===== config.mk =====
export PLATFORM = sky130hd
export DESIGN_NAME = utf8_six_byte_codec_unit
export DESIGN_NICKNAME = d
export VERILOG_FILES = /design/src/rtl/core/u8c6_pkg.sv /design/src/rtl/core/utf8_six_byte_codec_unit.sv
export SDC_FILE = /design/constraint.sdc
export NUM_CORES = 1
export LEC_CHECK = 0
export BUFFER_PORTS_ARGS = -buffer_cell sky130_fd_sc_hd__buf_2
export CAP_MARGIN = 5
export CORE_MARGIN = 2
export CORE_UTILIZATION = 52
export DETAILED_ROUTE_END_ITERATION = 7
export PLACE_DENSITY = 0.8
export REMOVE_ABC_BUFFERS = 1
export SKIP_LAST_GASP = 1
export SYNTH_ARGS = -nofsm -noshare
export SYNTH_HDL_FRONTEND = slang
export SYNTH_SLANG_ARGS = --single-unit

===== constraint.sdc =====
create_clock -name clk_i -period 7.7 [get_ports clk_i]
set_clock_uncertainty 0.15 [all_clocks]
set_input_delay 0 -clock clk_i [delete_from_list [all_inputs] [get_ports clk_i]]
set_output_delay 0 -clock clk_i [all_outputs]
set_load 0.02 [all_outputs]

===== src/rtl/core/u8c6_pkg.sv =====
package u8c6_pkg;

  typedef enum logic {
    DIR_ENCODE = 1'b0,
    DIR_DECODE = 1'b1
  } dir_e;

  localparam int unsigned CpW      = 31;
  localparam int unsigned ByteW    = 8;
  localparam int unsigned CntW     = 3;
  localparam int unsigned RegW     = 32;
  localparam int unsigned AddrW    = 3;

  // register index of the direction register
  localparam logic [0:0] REG_DIRECTION = 1'b0;

  // sequence length bounds
  localparam logic [CpW-1:0] BOUND_1 = 31'd128;
  localparam logic [CpW-1:0] BOUND_2 = 31'd2048;
  localparam logic [CpW-1:0] BOUND_3 = 31'd65536;
  localparam logic [CpW-1:0] BOUND_4 = 31'd2097152;
  localparam logic [CpW-1:0] BOUND_5 = 31'd67108864;

  localparam logic [ByteW-1:0] LEAD_2    = 8'hC0;
  localparam logic [ByteW-1:0] LEAD_3    = 8'hE0;
  localparam logic [ByteW-1:0] LEAD_4    = 8'hF0;
  localparam logic [ByteW-1:0] LEAD_5    = 8'hF8;
  localparam logic [ByteW-1:0] LEAD_6    = 8'hFC;
  localparam logic [ByteW-1:0] CONT_TAG  = 8'h80;
  localparam logic [ByteW-1:0] CONT_MASK = 8'h3F;

  typedef struct packed {
    logic [CpW-1:0]   code_point;
    logic [ByteW-1:0] in_byte;
  } in_item_t;

  typedef struct packed {
    logic [ByteW-1:0] out_byte;
    logic             last_byte;
    logic [CpW-1:0]   decoded_value;
    logic             bad_sequence;
  } out_item_t;

endpackage


===== src/rtl/core/utf8_six_byte_codec_unit.sv =====
// channel | direction | handshake             | beat
// in      | into      | in_valid_i/in_stall_o   | in_item_i (code point or byte)
// out     | out of    | out_valid_o/out_stall_i | out_item_o (byte or code point)
// cfg     | into      | apb psel/penable/pready | direction at byte address 0
//
// an accepted item sits in the item register and gives one result beat a cycle
// into the output register while the output is not stalled: an encoded code
// point gives 1 to 6 beats, a decoded byte 0 or 1 beat (0 beats mid-sequence,
// 1 beat on an early lead byte), 2 beats for an ascii byte that cuts a sequence short
// the next item is taken in the cycle its predecessor's last beat goes out
// a stall on the output holds the output register and then backs up the input
// reset clears direction (encode), the decode state and both valid flags
module utf8_six_byte_codec_unit (
  input  logic                        clk_i,
  input  logic                        rst_ni,
  input  logic                        in_valid_i,
  output logic                        in_stall_o,
  input  u8c6_pkg::in_item_t          in_item_i,
  output logic                        out_valid_o,
  input  logic                        out_stall_i,
  output u8c6_pkg::out_item_t         out_item_o,
  input  logic                        psel,
  input  logic                        penable,
  input  logic                        pwrite,
  input  logic [u8c6_pkg::AddrW-1:0]  paddr,
  input  logic [u8c6_pkg::RegW-1:0]   pwdata,
  output logic [u8c6_pkg::RegW-1:0]   prdata,
  output logic                        pready
);
  import u8c6_pkg::*;

  dir_e             direction_q;
  logic             item_valid_q;
  in_item_t         item_q;
  logic [CntW-1:0]  idx_q, idx_d;
  logic [CpW-1:0]   partial_q, partial_d;
  logic [CntW-1:0]  owed_q, owed_d;
  logic             out_valid_q;
  out_item_t        out_q, out_d;

  logic             accept, push, done;
  logic [CntW-1:0]  res_cnt;

  // configuration port
  assign pready = 1'b1;
  assign prdata = (paddr[2] == REG_DIRECTION) ?
                  {31'b0, direction_q == DIR_DECODE} : '0;

  always_ff @(posedge clk_i or negedge rst_ni) begin
    if (!rst_ni) begin
      direction_q <= DIR_ENCODE;
    end else if (psel && penable && pwrite && pready && paddr[2] == REG_DIRECTION) begin
      direction_q <= dir_e'(pwdata[0]);
    end
  end

  // encode side
  logic [CntW-1:0]  enc_cnt, enc_grp;
  logic [ByteW-1:0] enc_lead, enc_slice, enc_byte;
  logic [CpW-1:0]   cp;

  assign cp = item_q.code_point;

  always_comb begin
    if (cp < BOUND_1) begin
      enc_cnt = 3'd1; enc_lead = '0;
    end else if (cp < BOUND_2) begin
      enc_cnt = 3'd2; enc_lead = LEAD_2;
    end else if (cp < BOUND_3) begin
      enc_cnt = 3'd3; enc_lead = LEAD_3;
    end else if (cp < BOUND_4) begin
      enc_cnt = 3'd4; enc_lead = LEAD_4;
    end else if (cp < BOUND_5) begin
      enc_cnt = 3'd5; enc_lead = LEAD_5;
    end else begin
      enc_cnt = 3'd6; enc_lead = LEAD_6;
    end
  end

  // six-bit group still to send, counted from the low end
  assign enc_grp = enc_cnt - 3'd1 - idx_q;

  always_comb begin
    case (enc_grp)
      3'd0:    enc_slice = cp[7:0];
      3'd1:    enc_slice = cp[13:6];
      3'd2:    enc_slice = cp[19:12];
      3'd3:    enc_slice = cp[25:18];
      3'd4:    enc_slice = {1'b0, cp[30:24]};
      3'd5:    enc_slice = {7'b0, cp[30]};
      default: enc_slice = '0;
    endcase
  end

  assign enc_byte = (idx_q == '0) ? (enc_lead | enc_slice)
                                  : (CONT_TAG | (enc_slice & CONT_MASK));

  // decode side
  logic [ByteW-1:0] b;
  logic             is_ascii, is_cont, is_ff, is_lead;
  logic [CpW-1:0]   lead_pv, cont_pv;
  logic [CntW-1:0]  lead_owed, dec_cnt;
  logic [CpW-1:0]   r0_val, r1_val;
  logic             r0_bad;

  assign b        = item_q.in_byte;
  assign is_ascii = !b[7];
  assign is_cont  = b[7:6] == 2'b10;
  assign is_ff    = b[7:1] == 7'h7F;
  assign is_lead  = b[7:6] == 2'b11 && !is_ff;
  assign cont_pv  = {partial_q[24:0], b[5:0]};

  always_comb begin
    if (!b[5]) begin
      lead_pv = {26'b0, b[4:0]}; lead_owed = 3'd1;
    end else if (!b[4]) begin
      lead_pv = {27'b0, b[3:0]}; lead_owed = 3'd2;
    end else if (!b[3]) begin
      lead_pv = {28'b0, b[2:0]}; lead_owed = 3'd3;
    end else if (!b[2]) begin
      lead_pv = {29'b0, b[1:0]}; lead_owed = 3'd4;
    end else begin
      lead_pv = {30'b0, b[0]};   lead_owed = 3'd5;
    end
  end

  always_comb begin
    partial_d = partial_q;
    owed_d    = owed_q;
    dec_cnt   = '0;
    r0_val    = '0;
    r0_bad    = 1'b0;
    r1_val    = '0;
    if (owed_q == '0) begin
      if (is_ascii) begin
        dec_cnt = 3'd1;
        r0_val  = {23'b0, b};
      end else if (is_lead) begin
        partial_d = lead_pv;
        owed_d    = lead_owed;
      end else begin
        dec_cnt = 3'd1;
        r0_bad  = 1'b1;
      end
    end else if (is_cont) begin
      partial_d = cont_pv;
      owed_d    = owed_q - 3'd1;
      if (owed_q == 3'd1) begin
        dec_cnt = 3'd1;
        r0_val  = cont_pv;
      end
    end else begin
      // sequence cut short: flag it, then take the byte afresh
      partial_d = '0;
      owed_d    = '0;
      r0_bad    = 1'b1;
      if (is_ascii) begin
        dec_cnt = 3'd2;
        r1_val  = {23'b0, b};
      end else if (is_lead) begin
        dec_cnt   = 3'd1;
        partial_d = lead_pv;
        owed_d    = lead_owed;
      end else begin
        dec_cnt = 3'd1;
      end
    end
  end

  // result sequencing
  assign res_cnt = (direction_q == DIR_ENCODE) ? enc_cnt : dec_cnt;

  always_comb begin
    out_d.last_byte = idx_q == res_cnt - 3'd1;
    if (direction_q == DIR_ENCODE) begin
      out_d.out_byte      = enc_byte;
      out_d.decoded_value = '0;
      out_d.bad_sequence  = 1'b0;
    end else begin
      out_d.out_byte      = '0;
      out_d.decoded_value = (idx_q == '0) ? r0_val : r1_val;
      out_d.bad_sequence  = (idx_q == '0) ? r0_bad : 1'b0;
    end
  end

  assign push       = item_valid_q && res_cnt != '0 && (!out_valid_q || !out_stall_i);
  assign done       = item_valid_q && (res_cnt == '0 || (push && out_d.last_byte));
  assign in_stall_o = item_valid_q && !done;
  assign accept     = in_valid_i && !in_stall_o;
  assign idx_d      = done ? '0 : (push ? idx_q + 3'd1 : idx_q);

  always_ff @(posedge clk_i or negedge rst_ni) begin
    if (!rst_ni) begin
      item_valid_q <= 1'b0;
      idx_q        <= '0;
      partial_q    <= '0;
      owed_q       <= '0;
      out_valid_q  <= 1'b0;
    end else begin
      idx_q <= idx_d;
      if (accept) begin
        item_valid_q <= 1'b1;
      end else if (done) begin
        item_valid_q <= 1'b0;
      end
      if (done && direction_q == DIR_DECODE) begin
        partial_q <= partial_d;
        owed_q    <= owed_d;
      end
      if (push) begin
        out_valid_q <= 1'b1;
      end else if (!out_stall_i) begin
        out_valid_q <= 1'b0;
      end
    end
  end

  always_ff @(posedge clk_i) begin
    if (accept) begin
      item_q <= in_item_i;
    end
    if (push) begin
      out_q <= out_d;
    end
  end

  assign out_valid_o = out_valid_q;
  assign out_item_o  = out_q;

  // checks
  a_owed_range: assert property (@(posedge clk_i) disable iff (!rst_ni)
    owed_q <= 3'd5)
    else $error("bytes owed out of range");

  a_idx_below_cnt: assert property (@(posedge clk_i) disable iff (!rst_ni)
    item_valid_q && res_cnt != '0 |-> idx_q < res_cnt)
    else $error("result index past item end");

  a_bad_is_empty: assert property (@(posedge clk_i) disable iff (!rst_ni)
    out_valid_o && out_item_o.bad_sequence |->
      out_item_o.decoded_value == '0 && out_item_o.out_byte == '0)
    else $error("error beat carries data");

  a_no_beat_on_zero: assert property (@(posedge clk_i) disable iff (!rst_ni)
    item_valid_q && res_cnt == '0 |=> !$rose(out_valid_q) || $past(push))
    else $error("beat pushed for an item with no result");

endmodule


==> impl_metrics.ini, run 1 <==
[grt]
globalRouteTotalUtil_pct = 21.6
grt_antenna_before_repair = 0
grt-ovfl-total = 0
grt_pass1_wl_um = 18300
grt_start_max_net_pins = 44
grt_pass1_vias = 3629

[routing]
wl_per_cell_um = 16.3
totalWireLength_um = 11200
dr.pass1.iters = 6
vias_per_cell = 5.40
vias = 3702
drtIter0Drc = 383
ant_nets = 0
drc = 0

[sta]
period_minus_slack_ns = 5.40
rsz0062_at_grt = no
worst_pin_slew_ns = 1.10
setup_viol = 0
max_slew_margin_pct = 26.3
hold_viol_final = 0
finalWorstSetupSlack_ns = 2.30
fin_setup_tns_ns = 0
clock.fmax_ghz = 0.185
post-route-period-util_pct = 70.2
final_max_slew_viol_count = 0

[floorplan]
ioPinCount = 157
row_count = 36
die_x_um = 105
core_area_um2 = 9820
start_util_pct = 53.6
die-area_um2 = 10900
die_h_um = 105

[clock_network]
clock-root-buffer = clkbuf_8
cts_tree = built
numClockSinks = 114
cts.clk_slew.worst_paths_ns = 0.06
cts_inserted_buffers = 17
cts_buffer_depth = 2
cts.htree.levels = 4
insertion_delay_ns = 0.52

[yosys]
netlist_area_um2 = 5260
synthArstFlopShare_pct = 29.8
synth_top_area_cell = edfxtp_1
synth.top_cells.by_count = edfxtp_1, buf_4, dfrtp_1
synth-main-ff-cell = edfxtp_1
synth_top_cell_area_share_pct = 45.7
ys_types = 54
syn_area_per_cell_um2 = 13.0
yosysWarnings = 0
yosys-top-cells-area = edfxtp_1, dfrtp_1, buf_4, a22o_1, and3_1
synthCells = 404
synth-edff-count = 80
yosysMostFrequentCell = edfxtp_1
postSynthRegisterBits = 114
ys_seq_area_share_pct = 61.8

[setup_path]
crit_top_cell = a21oi_1
reg2reg_setup_slack_ns = 2.30
critPathArrivalTime_ns = 5.39
crit_path_end_kind = register
crit_family = simple AND/OR/NAND/NOR gates
crit_type = reg2reg
slowest_stage = nor2b_4
r2r_cells = 15
r2r-end = cp[4]$_DFFE_PP_
critPathBufInv = 0
cp.required_ns = 7.68
crit_chain = or4_4, or4_4, nor3_1, nand3_1, nor2_1, a21oi_1, a21oi_1, ha_1, xnor2_1, a21oi_1, o31ai_1, nand3b_1, a211oi_4, nor2_1, nor2b_4
cp_slowest_stage_delay_ns = 0.84
reg2reg_from = cp[30]$_DFFE_PP_
critPathLaunchType = register
crit_path_max_fanout = 39

[worst_hold_path]
hp-class = in2reg
worstHoldStart = in_item_i[13]
min_to = cp[5]$_DFFE_PP_
whs_path_depth = 2

[power_and_ir_drop]
leakage_nw = 2.91
ir_drop_uv = 246
power.density_nw_per_um2 = 393
finalPower_mw = 2.64

[layout]
n_antenna_cell = 0
drive_gt1_share_pct = 26.4
nets = 630
area_growth_pct = 27.9
final_util_pct = 68.5

[placement]
dp_hpwl_um = 6660
detailedPlace.worstSlack_ns = 2.43
port_buffers = 91
gp_congestion = 0.898

[outcome]
outcome = finished clean

[job]
maxCapViolCount = 0
-- registers in the layout, indices dropped and copies added (netlist names) --
register and count:
direction_q 1, out_valid_o 1, item_valid_q 1, idx_q 3, out_item_o 41, partial_q 25, cp 31, b 8
owed_q 3
-- stage by stage --
step | std cells | area [µm²] | hold slack (ns)
2_1_floorplan | 382 | 5030 | -0.446
3_3_place_gp | 607 | 5680 | -0.0368
3_5_place_dp | 607 | 5680 | -0.0425
4_1_cts | 686 | 6730 | 0.0211
5_1_grt | 686 | 6730 | 0.0356
6_report | 686 | 6730 | 0.0387
-- worst max-delay path by stage --
stage | cells past startpoint | slack (ns) | endpoint | startpoint
6_report | 15 | 2.30 | cp[4]$_DFFE_PP_ | cp[30]$_DFFE_PP_
5_1_grt | 15 | 2.03 | cp[28]$_DFFE_PP_ | cp[30]$_DFFE_PP_
4_1_cts | 15 | 2.38 | cp[4]$_DFFE_PP_ | cp[30]$_DFFE_PP_
3_5_place_dp | 15 | 2.43 | cp[4]$_DFFE_PP_ | cp[30]$_DFFE_PP_
3_3_place_gp | 15 | 2.59 | cp[28]$_DFFE_PP_ | cp[30]$_DFFE_PP_
2_1_floorplan | 15 | 1.88 | b[0]$_DFFE_PP_ | cp[30]$_DFFE_PP_
-- power breakdown --
group          internal [mW]  switching (mW)
clock network          0.464           0.285
registers              0.902           0.106
logic                  0.328           0.558
-- logic make-up after synthesis --
| group | synth area share, % |
|---|---|
| xor+xnor | 0.832 |
| compound gates | 10.4 |
| flops | 61.8 |
| simple gates | 12.2 |
| fa+ha+maj | 2.28 |
| mux | 5.09 |
| buf+inv | 7.23 |
| other cells | 0.143 |
-- worst register-to-register path: stages (launching register included) --
cell	delay (ns)
edfxtp_1	0.42
or4_4	0.57
or4_4	0.55
nor3_1	0.25
nand3_1	0.17
nor2_1	0.27
a21oi_1	0.14
a21oi_1	0.25
ha_1	0.28
xnor2_1	0.13
a21oi_1	0.12
o31ai_1	0.08
nand3b_1	0.25
a211oi_4	0.36
nor2_1	0.18
nor2b_4	0.84
-- layout by cell type, fill, tap and decap left out, types with 2 or more instances in the layout --
cell type      count
buf_2             91
edfxtp_1          80
dlygate4sd3_1     46
dfrtp_1           34
nor2_1            32
conb_1            32
and3_1            25
a22o_1            24
nand2_1           18
clkbuf_16         16
a21oi_1           14
inv_1             10
mux2_2             9
nand3_1            8
nor3_1             8
ha_1               8
nand2b_1           5
o21ai_0            5
mux2_1             5
inv_6              5
o31ai_1            4
xnor2_1            4
mux4_2             4
or4_4              3
nor2b_1            3
and2_1             3
nand3b_1           3
a22oi_1            3
nand4_1            3
a311oi_1           3
a222oi_1           3
clkinvlp_4         3
clkinv_1           2
or4_1              2
or2_1              2
a211oi_1           2
mux2i_1            2
clkinv_4           2
bufinv_16          2
-- metal layers --
metal	vias to the layer above	wire length (µm)	global-route usage, %
li1	1719	-	-
met1	1805	4630	27.4
met2	159	5730	36.1
met3	19	603	5.24
met4	0	213	8.38
met5	-	0	0
-- area by class of cell --
type | instances | area [µm²]
clock inverters | 14 | 153
repair buffers | 139 | 943
flip-flops and latches | 114 | 3250
multi-input cells | 257 | 1760
fillers | 671 | 3090
inverters | 11 | 41.3
well taps | 133 | 166
clock buffers | 18 | 418
-- timing repair --
item | 4_1_cts | 5_1_grt
resized for setup | 0 | 0
hold buffers | 47 | 0
setup buffers | 0 | 0
hold endpoints to repair | 115 | 0
(Power assumes the default switching activity.)
==> run 2: changes to the inputs <==
==> constraint.sdc (replaced) <==
create_clock -name clk_i -period 5.3 [get_ports clk_i]
set_clock_uncertainty 0.15 [all_clocks]
set_input_delay 0 -clock clk_i [delete_from_list [all_inputs] [get_ports clk_i]]
set_output_delay 0 -clock clk_i [all_outputs]
set_load 0.02 [all_outputs]
==> run 2 against run 1 <==
Final area increased by 1.2%. Die area unchanged. Flip-flop and latch count unchanged. Highest routed layer unchanged.
==> impl_metrics.ini, run 2 (synthesis results as in run 1) <==
[layout]
fill_cells = 660
nets = 634
layout.cells.most_common = buf_2
final_cell_mix = buf_2, edfxtp_1, dlygate4sd3_1
area_growth_pct = 29.5
finalNonFillerCells = 690
final_util_pct = 69.4
largest_reg_flops = 41
drive_gt1_share_pct = 27.3
n_antenna_cell = 0

[setup_path]
cp_slowest_stage_delay_ns = 0.58
crit_chain = or4_4, or4_4, nor3_1, nand3_1, nor2_1, a21oi_1, a21oi_1, ha_1, xor2_1, o31ai_1, nand3b_1, a211oi_4, nor2_1, buf_2
critPathArrivalTime_ns = 4.63
crit_type = reg2out
cp.required_ns = 5.15
crit_family = simple AND/OR/NAND/NOR gates
critPathBufInv = 1
crit_path_end_kind = output port
critPathLaunchType = register
slowest_stage = or4_4
crit_path_max_fanout = 4

[power_and_ir_drop]
p_switching_mw = 1.39
finalPower_mw = 3.93
p_comb_share_pct = 33.7
ir_drop_uv = 308
switching_share_pct = 35.4
leakage_nw = 2.96
power.density_nw_per_um2 = 577
clkPwrFrac_pct = 29.2
intPower_mw = 2.54
p_seq_share_pct = 37.1

[sta]
post-route-period-util_pct = 90.2
worst_pin_slew_ns = 0.780
period_minus_slack_ns = 4.78
clock.fmax_ghz = 0.209
final_max_slew_viol_count = 0
max_slew_margin_pct = 48.0
hold_viol_final = 0
rsz0062_at_grt = no
setup_viol = 0
finalWorstSetupSlack_ns = 0.517

[routing]
drc = 0
ant_nets = 0
wl_per_cell_um = 16.3
totalWireLength_um = 11300
drtIter0Drc = 542
vias = 3774
dr.pass1.iters = 7
vias_per_cell = 5.47

[clock_network]
clock-root-buffer = clkbuf_8
insertion_delay_ns = 0.53
cts_tree = built
cts_buffer_depth = 2
cts.htree.levels = 4
cts.clk_slew.worst_paths_ns = 0.06
cts_inserted_buffers = 17
numClockSinks = 114

[floorplan]
die-area_um2 = 10900
die_x_um = 105
die_h_um = 105
core_area_um2 = 9820
start_util_pct = 53.6
ioPinCount = 157
row_count = 36

[outcome]
outcome = finished clean

[placement]
detailedPlace.worstSlack_ns = 0.372
dp_hpwl_um = 6980
gp_congestion = 0.904
place_inst = 611
port_buffers = 91

[grt]
grt-ovfl-total = 0
grt_antenna_before_repair = 0
globalRouteTotalUtil_pct = 21.2
grt_start_max_net_pins = 44
grt_pass1_wl_um = 17900
grt_pass1_vias = 3698

[worst_hold_path]
hp-class = in2reg

[job]
maxCapViolCount = 0
## run 2: changes by cell type in the layout (fill, tap and decap cells not counted)
cell,before,now
buf_12,1,2
clkinvlp_4,3,2
buf_4,1,4
xnor2_2,0,1
clkbuf_1,1,0
bufinv_16,2,3
clkbuf_8,1,2
xnor2_1,4,3
## run 2: repair_timing
item / 4_1_cts / 5_1_grt
endpoints found under the hold margin: 115 / 0
buffers inserted: 0 / 0
endpoints found under the setup margin: 0 / 3
hold buffers: 47 / 0
gates resized for setup: 0 / 1
## run 2: layout make-up
type | count | area (µm²) | area share (%)
Inverter | 11 | 41.3 | 0.606
Clock inverter | 14 | 175 | 2.57
Tap cell | 133 | 166 | 2.44
Timing Repair Buffer | 143 | 986 | 14.5
Sequential cell | 114 | 3250 | 47.8
Multi-Input combinational cell | 257 | 1760 | 25.9
Clock buffer | 18 | 428 | 6.28
## run 2: path summary, 6_finish.rpt
| path | from | to | slack [ns] | depth (start not counted) |
|---|---|---|---|---|
| min in group asynchronous | rst_ni | partial_q[3]$_DFFE_PN0P_ | 0.35 | 4 |
| max | cp[30]$_DFFE_PP_ | in_stall_o | 0.52 | 14 |
| min reg2reg | out_valid_o$_DFFE_PN0P_ | out_valid_o$_DFFE_PN0P_ | 0.35 | 2 |
| min | in_item_i[6] | b[6]$_DFFE_PP_ | 0.03 | 2 |
| max in group asynchronous | rst_ni | idx_q[0]$_DFFE_PN0P_ | 4.46 | 4 |
| max reg2reg | cp[30]$_DFFE_PP_ | cp[28]$_DFFE_PP_ | 0.53 | 15 |
## run 2: layer usage
| layer | global-route usage (%) | vias up | wire (µm) |
|---|---|---|---|
| met4 | 8.29 | 0 | 151 |
| met2 | 35.5 | 196 | 5840 |
| li1 | - | 1732 | - |
| met5 | 0 | - | 0 |
| met3 | 6.55 | 14 | 838 |
| met1 | 25.7 | 1832 | 4440 |
## run 2: through the flow
step                TNS [ns]  cell area [µm²]  hold slack (ns)
floorplan             -20.35             5030           -0.446
global placement           0             5720          -0.0418
detailed placement         0             5720          -0.0375
CTS                        0             6810           0.0199
global route               0             6810           0.0332
finish                     0             6810           0.0326
## run 2: power groups by stage
stage          combinational [mW]  sequential [mW]  clock [mW]
6_report                     1.33             1.46        1.15
3_5_place_dp                 1.27             1.47           0
5_1_grt                      1.43             1.49        1.20
3_3_place_gp                 1.23             1.46           0
2_1_floorplan               0.734             1.62           0
4_1_cts                      1.31             1.46        1.15
